### src/design/bivs_ram.sv
// Generic single-write, single-read RAM with registered read data.
// No dependencies.
`default_nettype none

module bivs_ram #(
   parameter int WIDTH = 16,
   parameter int DEPTH = 32
) (
   input  wire logic                     clock,
   input  wire logic                     we,
   input  wire logic [$clog2(DEPTH)-1:0] waddr,
   input  wire logic [WIDTH-1:0]         wdata,
   input  wire logic [$clog2(DEPTH)-1:0] raddr,
   output logic      [WIDTH-1:0]         rdata
);

   logic [WIDTH-1:0] mem [DEPTH];
   logic [WIDTH-1:0] rdata_ff;

   always_ff @(posedge clock) begin
      if (we) begin
         mem[waddr] <= wdata;
      end
      rdata_ff <= mem[raddr];
   end

   assign rdata = rdata_ff;

endmodule

`default_nettype wire

### config.mk
export PLATFORM = sky130hd
export DESIGN_NAME = bivs_ram
export DESIGN_NICKNAME = d
export VERILOG_FILES = /design/src/design/bivs_ram.sv
export SDC_FILE = /design/constraint.sdc
export NUM_CORES = 1
export LEC_CHECK = 0
export ABC_AREA = 1
export BUFFER_PORTS_ARGS = -buffer_cell sky130_fd_sc_hd__buf_2
export CORE_MARGIN = 2
export CORE_UTILIZATION = 60
export CTS_CLUSTER_DIAMETER = 40
export DETAILED_ROUTE_END_ITERATION = 10
export PLACE_DENSITY = 0.81
export SYNTH_ARGS = -nofsm -noshare
export SYNTH_HDL_FRONTEND = slang
export SYNTH_SLANG_ARGS = --single-unit
### constraint.sdc
create_clock -name clock -period 2.1 [get_ports clock]
set_clock_uncertainty 0.05 [all_clocks]
set_input_delay 0.21 -clock clock [delete_from_list [all_inputs] [get_ports clock]]
set_output_delay 0.21 -clock clock [all_outputs]
set_load 0.02 [all_outputs]
# Word level (Yosys, flattened, before mapping)
# Memories as Yosys holds them, arrays and structs flattened. A register that Yosys moved wholly into a read port is not among the register bits.
# Index checks and enable logic that the tools add are counted.
# classes
n_addsub	0
mul	0
n_div	0
order_cmp	0
n_eq_ne	0
n_shift	0
muxes	2
bitwise	0
n_reduce_logical	0
# op_table
op	n
1-bit two-way mux	2
# totals
ff_bits	0
latch_bits	0
ram_bits	512
romBits	0
in_bits	28
output_inout_bits	16
wordCells	3
n_memories	1
# memory_table
memory	depth	width	read_ports	rd_ports_with_merged_regs	write_ports	line_no	text
mem	32	16	1	1	1	17	logic [WIDTH-1:0] mem [DEPTH];

# Logic depth before layout (Yosys ltp)
# Gate-level depths: netlist of run 1.
# logic_depth
depth_word	2
mapped_depth	12
ltp_nobuf	9

# Worst setup path before layout of run 1
# Ideal clock, no wire load.
# synth_timing
path_type	input-to-reg
startpoint	input port waddr[0]
endpoint	memory mem[0][0], enable pin
setup_time_ps	388
t_arrival_ps	1204
required_ps	1662
slack_ps	457
cell_stages	3
path_buffers	0
cell_sequence	inv_1 -> nand3_1 -> nor2_1
# synth_lines
element	line_no	text
from (decl)	11	input wire logic [$clog2(DEPTH)-1:0] waddr,
to (decl)	17	
# Straight into the memory's write port.

# Worst setup path after layout of run 1
# layout_timing
startpoint	register rdata_ff[1] (netlist: rdata[1]) (read register of mem)
endpoint	output port rdata[1]
# layout_lines
element	line_no	text
from (decl)	18	logic [WIDTH-1:0] rdata_ff;
to (decl)	14	output logic [WIDTH-1:0] rdata
# No word-level cell between the ends.

==> results.md, run 1 <==
Timing:
- Headroom to the max-slew limit came out at 0.4838.
- Setup total negative slack on the finished layout was measured at 0 ns.
- The final critical path time including I/O delays and setup is 1.508 ns.
- Setup repair after global routing left no endpoint under its margin.
- The final-report max-slew violation count came to 0.
- The transition time of the tightest slew-check pin is 0.7735 ns.
- Once routing completed, OpenROAD measured the worst setup slack at 0.5922 ns.
- The number of endpoints failing setup at the final stage is 0.
- In the finished design, the share of the clock period the worst path needs comes to 0.7180.
- The total count of hold-check failures in the final report is 0.
- The highest clock frequency the design can meet is 663.2 MHz.

Layout:
- In the final design database the tool counted 1872 nets.
- At the end of the flow the core is filled with cells to 0.6802.
- The area growth from synthesis to layout is 12.48%.
- The ratio of cells with drive above 1 in the final layout is 0.1026.
- Leaving out fill and tap cells, the most frequent cell in the layout is sky130_fd_sc_hd__nand2_1.
- The number of cells in the finished layout apart from fillers is 2357.
- In the layout the commonest cells are sky130_fd_sc_hd__nand2_1 (720), sky130_fd_sc_hd__edfxtp_1 (512), sky130_fd_sc_hd__nand3_1 (396).

Power:
- The share of total power dissipated in sequential elements is 0.499.
- Across the VDD grid, the largest voltage drop is 0.001029 V.
- In this run the power density over the cells is 985.8 nW/um2.
- The design draws 23.62 mW.
- Of the total power, combinational logic draws 0.059.
- The analysis attributes to net switching a power of 5.100 mW.
- The internal power of the cells totals 18.52 mW.
- Of the total power, the share spent switching nets is 0.2159.
- Summed over all cells, the static leakage comes to 8.951 nW.
- The clock network fraction of total power is 0.442.

Clock network:
- The tree is rooted in a sky130_fd_sc_hd__clkbuf_16.
- The level count of the clock H-tree is 2.
- The maximum clock path buffer count is 3.
- The number of setup buffers added after CTS is 0.
- The number of cells upsized or downsized after cts is 0.
- The clock-pin slew on the worst setup and hold paths is 0.06 ns.
- Clock latency on the worst-skew pair, taken at its later pin, is 0.58 ns.
- Counting every sink on the clock net gives 528.
- The TritonCTS clock tree is done.
- Counting the buffers created by CTS gives 56.
- Buffers inserted to repair hold after CTS numbered 0.

Placement:
- Including well taps, the total number of placed cells is 2247.
- Prior to clock tree synthesis, the placed netlist has a worst setup slack of 0.3097 ns.
- After legalization and detailed placement, the total HPWL measured 28310 um.
- The congestion estimate from routability-driven global placement came to 0.8600.
- The number of buffers inserted by port buffering is 43.

Setup path:
- Among cell families on the critical path, the largest total delay comes from flip-flops.
- STA classifies the critical path startpoint as a flop.
- The cell type of the slowest stage on the worst timing path is sky130_fd_sc_hd__dfxtp_1.
- The signal on the critical path passes through buf_2.
- The largest driver fanout on the critical path is 1.
- The kind of critical path is flop to output port.
- For this run, the slowest stage of the critical path takes 0.46 ns.
- Data arrives at the worst endpoint at 1.25 ns.
- The total buffers and inverters traversed by the critical path is 1.
- The type of destination of the critical path is an output port.
- The data required time at the worst endpoint is 1.84 ns.

Floorplanning:
- The standard-cell row count is 69.
- The placeable core area is 35220 um2.
- The initial cell density of the core is 0.6048.
- The die covers 37030 um2.
- The top-level I/O count is 44.
- The die outline width is 192.4 um.
- The floorplan step set the die height to 192.4 um.

Drt:
- The count of nets left with antenna violations once routing finished came out at 0.
- The count of vias placed by the detailed router is 14170.
- In the routed design, unresolved DRC markers number 0.
- The post-detailed-routing wire length is 53050 um.
- Dividing the detail-routed wire length by the instance count gives 22.51 um.
- The initial detailed-routing violation count is 1965.
- The number of iterations in the first detailed-routing pass is 6.
- The mean number of vias per cell is 6.012.

Logic synthesis:
- The count of synthesis-stage warnings from yosys is 0.
- The number of nets in the synthesized netlist is 1822.
- The count of distinct cell types in the synthesized netlist is 15.
- In this run the mean area of a mapped cell was 11.87 um2.
- Of the synthesized area, sequential elements account for 0.7368.
- The netlist area before placement is 21300 um2.
- Of the post-synthesis cell area, the dominant cell type holds 0.7218.
- The most area-hungry cell type in the Yosys netlist is sky130_fd_sc_hd__edfxtp_1.
- The number of synthesized register bits is 528.
- Synthesis produced a netlist whose cell count is 1794.
- Yosys attributes the largest share of cell area to sky130_fd_sc_hd__edfxtp_1 (72%), sky130_fd_sc_hd__nand2_1 (13%), sky130_fd_sc_hd__nand3_1 (9.3%).

Global route:
- The initial antenna violation count is 6.
- In the global route stage, overall resource usage came out at 0.2935.
- The wire length of the first global-routing pass is 80010 um.
- Entering global routing, the biggest net connects 106 pins.
- The number of global-route vias before repair is 14080.
- After global routing the overflow that remains totals 0.

Flow run:
- The number of max-capacitance violations reported is 0.

Outcome:
- The flow ran to the end, and the final reports show no timing, DRC or antenna violations.

Min path:
- The worst hold-check path type is primary input to flop.
synth_stat cells:
cell type,instances
sky130_fd_sc_hd__nand2_1,720
sky130_fd_sc_hd__edfxtp_1,512
sky130_fd_sc_hd__nand3_1,396
sky130_fd_sc_hd__buf_2,33
sky130_fd_sc_hd__nor2_1,32
sky130_fd_sc_hd__buf_4,28
sky130_fd_sc_hd__buf_6,24
sky130_fd_sc_hd__clkbuf_1,19
sky130_fd_sc_hd__dfxtp_1,16
sky130_fd_sc_hd__inv_1,8
sky130_fd_sc_hd__buf_1,2
sky130_fd_sc_hd__buf_12,1
sky130_fd_sc_hd__buf_8,1
sky130_fd_sc_hd__inv_2,1
sky130_fd_sc_hd__inv_6,1
power groups by stage:
stage	combinational [mW]	sequential, mW	clock [mW]
finish	1.40	11.8	10.4
global route	1.52	11.8	10.9
CTS	1.38	11.8	10.5
detailed placement	1.36	12.0	0
global placement	1.31	12.0	0
floorplan	0.814	12.0	0
state kept, by name (all words and copies together) (netlist names):
signal / flops
mem: 512
rdata: 16
per-layer routing:
layer  part of all wire  global-route usage  wire length [um]  up-vias
met2               0.49              0.4841             26220      829
li1                   -                   -                 -     6354
met1               0.36              0.3782             18940     6805
met5            0.00060                   0                32        -
met4              0.047              0.1530              2517        4
met3               0.10             0.04892              5331      179
area by class of cell:
class	instances	area (um2)
antenna	5	12.51
clock buffer	73	1587
clock inverter	32	419.2
fill	2368	11260
inverter	10	45.04
multi-input combinational	1148	4807
sequential	528	15700
tap	461	576.8
timing repair buffer	100	817.0
worst paths after layout:
kind | start | end | slack [ns] | cells after the start
max | rdata[1]$_DFF_P_ | rdata[1] | 0.59 | 1
min | raddr[4] | rdata[3]$_DFF_P_ | 0.08 | 3
max reg2reg | mem[19][11]$_DFFE_PP_ | rdata[11]$_DFF_P_ | 0.74 | 8
min reg2reg | mem[6][13]$_DFFE_PP_ | rdata[13]$_DFF_P_ | 0.72 | 8
kinds of logic (layout without fill, tap and decap cells):
kind of cell / after synthesis / in the layout / share of synthesized area
other cells: 0 / 5 / 0
buf+inv: 118 / 215 / 0.03765
simple gates: 1148 / 1148 / 0.2256
flops: 528 / 528 / 0.7368
per-stage QoR:
step,hold slack (ns),area (um2)
6_report,0.08026,23960
5_1_grt,0.06520,23950
4_1_cts,0.04049,23950
3_5_place_dp,0.5809,21940
3_3_place_gp,0.5842,21940
2_1_floorplan,0.2589,21300
Power figures use the tool's default switching activity.
==> run 2: changes to the inputs <==
==> constraint.sdc (replaced) <==
create_clock -name clock -period 1.4 [get_ports clock]
set_clock_uncertainty 0.05 [all_clocks]
set_input_delay 0.14 -clock clock [delete_from_list [all_inputs] [get_ports clock]]
set_output_delay 0.14 -clock clock [all_outputs]
set_load 0.02 [all_outputs]
==> run 2 against run 1 <==
Flip-flop and latch count unchanged; total power increased by 44%; non-clock buffer count increased by 93; largest cell class unchanged; combinational power increased by 76%; global-route usage increased by 0.80 points; clock-buffer cell count decreased by 9.
==> results.md, run 2 (same netlist as run 1, synthesis figures left out) <==
Outcome:
- The flow ran to the end, and the final reports show no timing, DRC or antenna violations.

Power:
- In this run the power spent charging and discharging nets is 7.725 mW.
- The share of total power dissipated in sequential elements is 0.518.
- The share of power burned in combinational logic is 0.072.
- For this design the ratio of total power to cell area is 1368 nW/um2.
- VDD sags by at most 0.001083 V.
- The share of total power dissipated in the clock network is 0.410.
- The cell internal power dissipation is 26.36 mW.
- The switching power share of the total is 0.2266.
- The leakage power is 9.410 nW.

Placement:
- The total placed instance area is 23060 um2.
- The post-DP HPWL is 31740 um.
- The congestion estimate from routability-driven global placement came to 0.8599.
- Before CTS, the worst setup slack after placement is -0.3083 ns.
- The count of buffers added on input and output ports is 43.

Layout:
- The number of fill cells in the layout is 2181.
- From synthesis to final layout, the design area changed by 17.00%.
- The ratio of cells with drive above 1 in the final layout is 0.1363.
- The share of the core filled with cells in the final layout is 0.7076.
- The leading cell type in the layout, fill and taps excluded is sky130_fd_sc_hd__nand2_1.
- 0 antenna diodes ended up in the layout.
- The flip-flop count of the largest register, all copies and words added is 512.
- The top cell types in the final layout, fill and taps aside, are sky130_fd_sc_hd__nand2_1 (718), sky130_fd_sc_hd__edfxtp_1 (512), sky130_fd_sc_hd__nand3_1 (396).
- The register with the most flip-flops in the final layout is mem.
- The total area of multi-input combinational cells is 4815 um2.
- The final instance area is 24920 um2.
- The final layout contains 1965 nets.
- The sequential cell area in the final layout is 15700 um2.

Floorplanning:
- The die outline width is 192.4 um.
- The placeable core area is 35220 um2.
- The top-level I/O count is 44.
- For this configuration, the core starts out at a cell density of 0.6048.
- The standard-cell row count is 69.
- The height of the chip is 192.4 um.
- The total die area is 37030 um2.

Global route:
- The global-route usage over all layers is 0.3015.
- Entering global routing, the biggest net connects 56 pins.
- The initial antenna violation count came to 5.
- The first global-routing pass estimated 81970 um of wire.
- The number of global-route vias before repair was 14860.
- The total congestion overflow after global routing is 0.

Drt:
- The routed design has 54340 um of wire.
- Across all layers, the routed design uses 14620 vias.
- The detail route stage leaves a number of antenna-violating nets equal to 0.
- The initial detailed-routing violation count is 1687.
- For this run, design rule violations remaining after detail routing come to 0.
- The number of iterations in the first detailed-routing pass is 6.
- In the routed layout, each cell is associated on average with a via count of 5.987.
- The average wire length per cell after detail routing is 22.25 um.

Setup path:
- The worst setup path is captured at an output port.
- The data required time at the worst endpoint is 1.21 ns.
- The beginning of the critical path is rdata[0]$_DFF_P_.
- The setup path with the least slack is of type flop to output port.
- The total buffers and inverters traversed by the critical path is 1.
- The cell type of the slowest stage on the worst timing path is sky130_fd_sc_hd__dfxtp_2.
- The startpoint identified for the worst register-to-register timing path is mem[20][3]$_DFFE_PP_.
- STA classifies the critical path startpoint as a flop.
- In this design, the largest share of critical-path delay is due to flip-flops.
- The critical path goes through buf_4.
- On the worst path, the slowest cell contributes a delay of 0.42 ns.
- The largest driver fanout on the critical path is 1.
- Data arrives at the worst endpoint at 1.17 ns.

Min path:
- The startpoint of the tightest hold check path is wdata[7].
- In this run the worst hold path is classified as primary input to flop.

Timing:
- Derived from the worst setup path, the maximum achievable clock frequency is 734.0 MHz.
- Setup total negative slack on the finished layout was measured at 0 ns.
- The worst path needs 1.362 ns of the cycle, external delays included.
- The total count of hold-check failures in the final report is 0.
- Headroom to the max-slew limit came out at 0.5837.
- The final worst-path cycle share is 0.9731.
- The final-report max-slew violation count is 0.
- The transition time of the tightest slew-check pin is 0.6245 ns.
- The number of endpoints failing setup at the final stage is 0.
- The post-layout worst setup margin is 0.03761 ns.
- Setup repair after global routing left no endpoint under its margin.

Clock network:
- The H-tree was split into 2 levels.
- For the worst-skew pair, the clock arrives at the later sink with an insertion delay of 0.59 ns.
- In this run the clock root is driven by a sky130_fd_sc_hd__clkbuf_16.
- Clock-pin slew was measured on the worst setup and hold paths at 0.06 ns.
- The TritonCTS clock tree is done.
- The number of clock sinks is 528.
- The clock buffer count from CTS is 56.
- The maximum clock path buffer count is 3.
- The post-CTS setup buffer count is 0.

Flow run:
- The tool flagged a number of max-cap violations equal to 0.
## run 2: changes by cell type in the layout (fill, tap and decap cells not counted), sizes merged
| cell | change |
|---|---|
| dlygate4sd3 | +11 |
| diode | -5 |
| clkinvlp | +3 |
| clkinv | +12 |
| bufinv | -6 |
| buf | +83 |
| clkbuf | -10 |
| inv | -3 |
## run 2: area by class of cell
type / instances / share of cell area
Sequential cell: 528 / 0.6299
Clock buffer: 64 / 0.05829
Clock inverter: 38 / 0.01170
Tap cell: 461 / 0.02314
Inverter: 10 / 0.001807
Multi-Input combinational cell: 1148 / 0.1932
Timing Repair Buffer: 193 / 0.08198
## run 2: metrics by stage
step	instances	hold slack (ns)	power (mW)
after floorplan	1794	0.1889	19.25
after global placement	2329	0.5084	20.27
after detailed placement	2329	0.5056	20.35
after CTS	2442	0.04211	34.09
after global routing	2442	0.05333	34.95
final	2442	0.05343	34.09
## run 2: path summary, 6_finish.rpt
kind | slack, ns | end | cells after the start
min | 0.05 | mem[25][7]$_DFFE_PP_ | 2
max | 0.04 | rdata[0] | 1
min reg2reg | 0.71 | rdata[14]$_DFF_P_ | 8
max reg2reg | 0.06 | rdata[3]$_DFF_P_ | 8
## run 2: power groups by stage
stage               clock network, mW  logic, mW  registers, mW
finish                           14.0       2.47           17.7
global route                     14.6       2.65           17.7
CTS                              14.0       2.42           17.7
detailed placement                  0       2.36           18.0
global placement                    0       2.30           18.0
floorplan                           0       1.22           18.0
## run 2: per-layer routing
| layer | GRT usage | wire length, um |
|---|---|---|
| met1 | 0.3677 | 18480 |
| met2 | 0.5006 | 26420 |
| met3 | 0.06365 | 6142 |
| met4 | 0.1759 | 3216 |
| met5 | 0 | 73 |
## run 2: repair_timing
| action | in CTS | in global routing |
|---|---|---|
| endpoints found under the setup margin | 3 | 1 |
| hold buffers | 11 | 0 |
| endpoints found under the hold margin | 324 | 0 |
| gates resized for setup | 4 | 2 |
==> run 3: changes to the inputs <==
--- a/config.mk
+++ b/config.mk
@@ -8,10 +8,10 @@
 export ABC_AREA = 1
 export BUFFER_PORTS_ARGS = -buffer_cell sky130_fd_sc_hd__buf_2
 export CORE_MARGIN = 2
-export CORE_UTILIZATION = 60
+export CORE_UTILIZATION = 35
 export CTS_CLUSTER_DIAMETER = 40
 export DETAILED_ROUTE_END_ITERATION = 10
-export PLACE_DENSITY = 0.81
+export PLACE_DENSITY = 0.54
 export SYNTH_ARGS = -nofsm -noshare
 export SYNTH_HDL_FRONTEND = slang
 export SYNTH_SLANG_ARGS = --single-unit
==> run 3 against run 2 <==
Via count decreased by 2.6%; setup slack worse by 0.0090 ns; core utilization decreased by 27 points; sequential share of layout area down 4.0 points; non-clock buffer count increased by 16; clock power up 34%; fmax fell by 0.65%; combinational power rose by 6%; first-iteration DRC count is 19% lower; total power is 15% higher; largest cell class unchanged; largest power group is now the clock network; highest routed layer unchanged.
==> results.md, run 3 (same netlist as run 1, synthesis figures left out) <==
Drt:
- For this block, the routed nets add up to 59590 um of wire.
- Once detail routing completed, the nets flagged for antenna violations numbered 0.
- For this block, the initial DRC count from the detailed router was 1371.
- Dividing the detail-routed wire length by the instance count gives 21.18 um.
- The first detailed-routing pass ran for 6 iterations.
- The post-route DRC violation count is 0.
- The mean number of vias per cell is 5.059.
- The count of vias placed by the detailed router is 14240.

Clock network:
- The H-tree was split into 3 levels.
- The number of clock sinks is 528.
- The maximum clock path buffer count is 3.
- In this run, CTS created clock tree buffers numbering 73.
- The later pin in the worst-skew pair is clocked with a latency of 0.60 ns.
- Clock-pin slew was measured on the worst setup and hold paths at 0.06 ns.
- The clock root buffer is sky130_fd_sc_hd__clkbuf_16.
- Post-CTS timing repair inserted 0 buffers for setup.
- The TritonCTS clock tree is done.

Setup path:
- Among cell families on the critical path, the largest total delay comes from flip-flops.
- The number of buffers and inverters on the critical path is 1.
- The worst path arrival time is 1.18 ns.
- The worst register-to-register path has a depth of 8.
- The largest driver fanout on the critical path is 1.
- The startpoint identified for the worst register-to-register timing path is mem[29][2]$_DFFE_PP_.
- The setup slack of the most critical reg-to-reg path is 0.07 ns.
- The signal on the critical path passes through buf_4.
- The worst reg2reg path endpoint is rdata[2]$_DFF_P_.
- The slowest stage of the critical path is the sky130_fd_sc_hd__dfxtp_2 cell.
- The startpoint kind of the worst setup timing path is a flop.
- The data required time at the worst endpoint is 1.21 ns.
- The type of destination of the critical path is an output port.
- By startpoint and endpoint, the worst setup path is classified as flop to output port.
- The worst stage delay on the critical path is 0.40 ns.

Placement:
- Detailed placement finished with a half-perimeter wire length of 36230 um.
- The placer's final routability congestion estimate is 0.8216.
- Input and output buffers added on the ports amount to 43.
- Counting tap cells, the placed design contains a total of 2662 instances.
- In this run the cell area measured after placement is 23960 um2.

Outcome:
- The run finished with clean final reports.

Timing:
- Based on the critical path, the design can be clocked at up to 729.2 MHz.
- At the pin with the least slew margin, the transition time is 0.4757 ns.
- The worst slew margin relative to its limit is 0.6829.
- The total count of hold-check failures in the final report is 0.
- In the finished design, the share of the clock period the worst path needs comes to 0.9795.
- The number of endpoints failing setup at the final stage is 0.
- The final critical path time including I/O delays and setup is 1.371 ns.
- Setup repair after global routing left no endpoint under its margin.
- The final-report max-slew violation count came to 0.

Min path:
- The min-delay analysis places its worst path in the category primary input to flop.
- The path with the worst hold slack has its endpoint at mem[6][15]$_DFFE_PP_.
- The worst hold path cell count is 2.
- The worst hold path begins at wdata[15].

Floorplanning:
- The floorplan step set the die width to 250.7 um.
- The region available for standard cell placement spans 60250 um2.
- The initial cell density of the core is 0.3536.
- For this design the top-level I/O count stands at 44.
- The standard-cell row count is 90.
- The height of the chip is 250.7 um.
- The floorplan step defined a die boundary enclosing 62850 um2.

Power:
- For this design the total switching power over the nets is 8.937 mW.
- The total power after layout is 39.05 mW.
- The sequential fraction of design power is 0.453.
- The maximum ir drop on the vdd rail is 0.0009263 V.
- The total power density per cell area is 1466 nW/um2.
- Of the total power, combinational logic draws 0.067.
- The cell internal power dissipation is 30.11 mW.
- Of the total power, the clock network draws 0.480.
- The switching power share of the total is 0.2288.
- In this run the static leakage power is 9.980 nW.

Layout:
- The finished cells cover 26630 um2.
- At the end of the flow the core is filled with cells to 0.4421.
- The final layout contains 1998 nets.
- The finished layout holds 2814 standard cells, fillers aside.
- The ratio of cells with drive above 1 in the final layout is 0.1630.
- mem holds more flip-flops than any other register.
- The area growth from synthesis to final layout is 25.03%.
- The flip-flop count of the largest register, all copies and words added is 512.
- The leading cell type in the layout, fill and taps excluded is sky130_fd_sc_hd__nand2_1.
- In the layout the commonest cells are sky130_fd_sc_hd__nand2_1 (718), sky130_fd_sc_hd__edfxtp_1 (512), sky130_fd_sc_hd__nand3_1 (396).

Global route:
- The number of global-route vias before repair came to 14050.
- For this run, the total global-route usage over all layers was measured as 0.1911.
- For this run the aggregate overflow at the end of global routing stands at 0.
- Entering global routing, the biggest net connects 46 pins.
- The initial antenna violation count is 4.
- The wire length of the first global-routing pass is 89370 um.

Flow run:
- The number of max-capacitance violations reported is 0.
[run 3: cell types whose count changed in the layout (fill, tap and decap cells not counted), moves of 7 or more]
| cell | change |
|---|---|
| sky130_fd_sc_hd__buf_12 | +31 |
| sky130_fd_sc_hd__buf_4 | -17 |
| sky130_fd_sc_hd__inv_6 | +7 |
| sky130_fd_sc_hd__clkinv_1 | -9 |
| sky130_fd_sc_hd__clkbuf_16 | +22 |
[run 3: repair_timing]
item | in CTS | in global routing
gates resized for setup | 7 | 3
endpoints found under the hold margin | 407 | 0
setup endpoints to repair | 5 | 3
gates cloned | 0 | 0
hold buffers | 15 | 0
[run 3: per-stage QoR]
stage / TNS, ns / hold slack, ns / setup slack (ns)
after floorplan: -79.05 / 0.1889 / -0.1728
after global placement: -15.57 / 0.5058 / -0.2493
after detailed placement: -19.17 / 0.5069 / -0.2500
after CTS: 0 / 0.01902 / 0.005159
after global routing: 0 / 0.05103 / 0.007511
final: 0 / 0.04834 / 0.02864
[run 3: how the worst max path moves through the flow]
stage | startpoint | end | depth (start not counted) | slack (ns)
finish | rdata[4]$_DFF_P_ | rdata[4] | 1 | 0.03
global route | mem[29][2]$_DFFE_PP_ | rdata[2]$_DFF_P_ | 8 | 0.008
CTS | rdata[4]$_DFF_P_ | rdata[4] | 1 | 0.005
detailed placement | raddr[1] | rdata[13]$_DFF_P_ | 11 | -0.25
global placement | raddr[0] | rdata[14]$_DFF_P_ | 12 | -0.25
floorplan | waddr[0] | mem[0][0]$_DFFE_PP_ | 3 | -0.17
[run 3: metal layers]
layer | vias up | part of all wire | GRT usage
met5 | - | 0.00055 | 0
met4 | 6 | 0.032 | 0.06912
met3 | 120 | 0.061 | 0.03554
met2 | 440 | 0.47 | 0.3108
met1 | 7034 | 0.44 | 0.2561
li1 | 6637 | - | -
[run 3: power groups by stage]
stage,logic (mW),registers [mW],clock network [mW]
5_1_grt,2.86,17.7,19.7
3_5_place_dp,2.60,18.0,0
4_1_cts,2.64,17.7,19.1
2_1_floorplan,1.22,18.0,0
6_report,2.62,17.7,18.8
3_3_place_gp,2.57,18.0,0
[run 3: layout make-up]
cell class / count / area [um2]
Antenna cell: 1 / 2.502
Clock buffer: 90 / 2038
Clock inverter: 46 / 467.9
Fill cell: 5478 / 33610
Inverter: 10 / 47.55
Multi-Input combinational cell: 1148 / 4830
Sequential cell: 528 / 15700
Tap cell: 782 / 978.4
Timing Repair Buffer: 209 / 2569
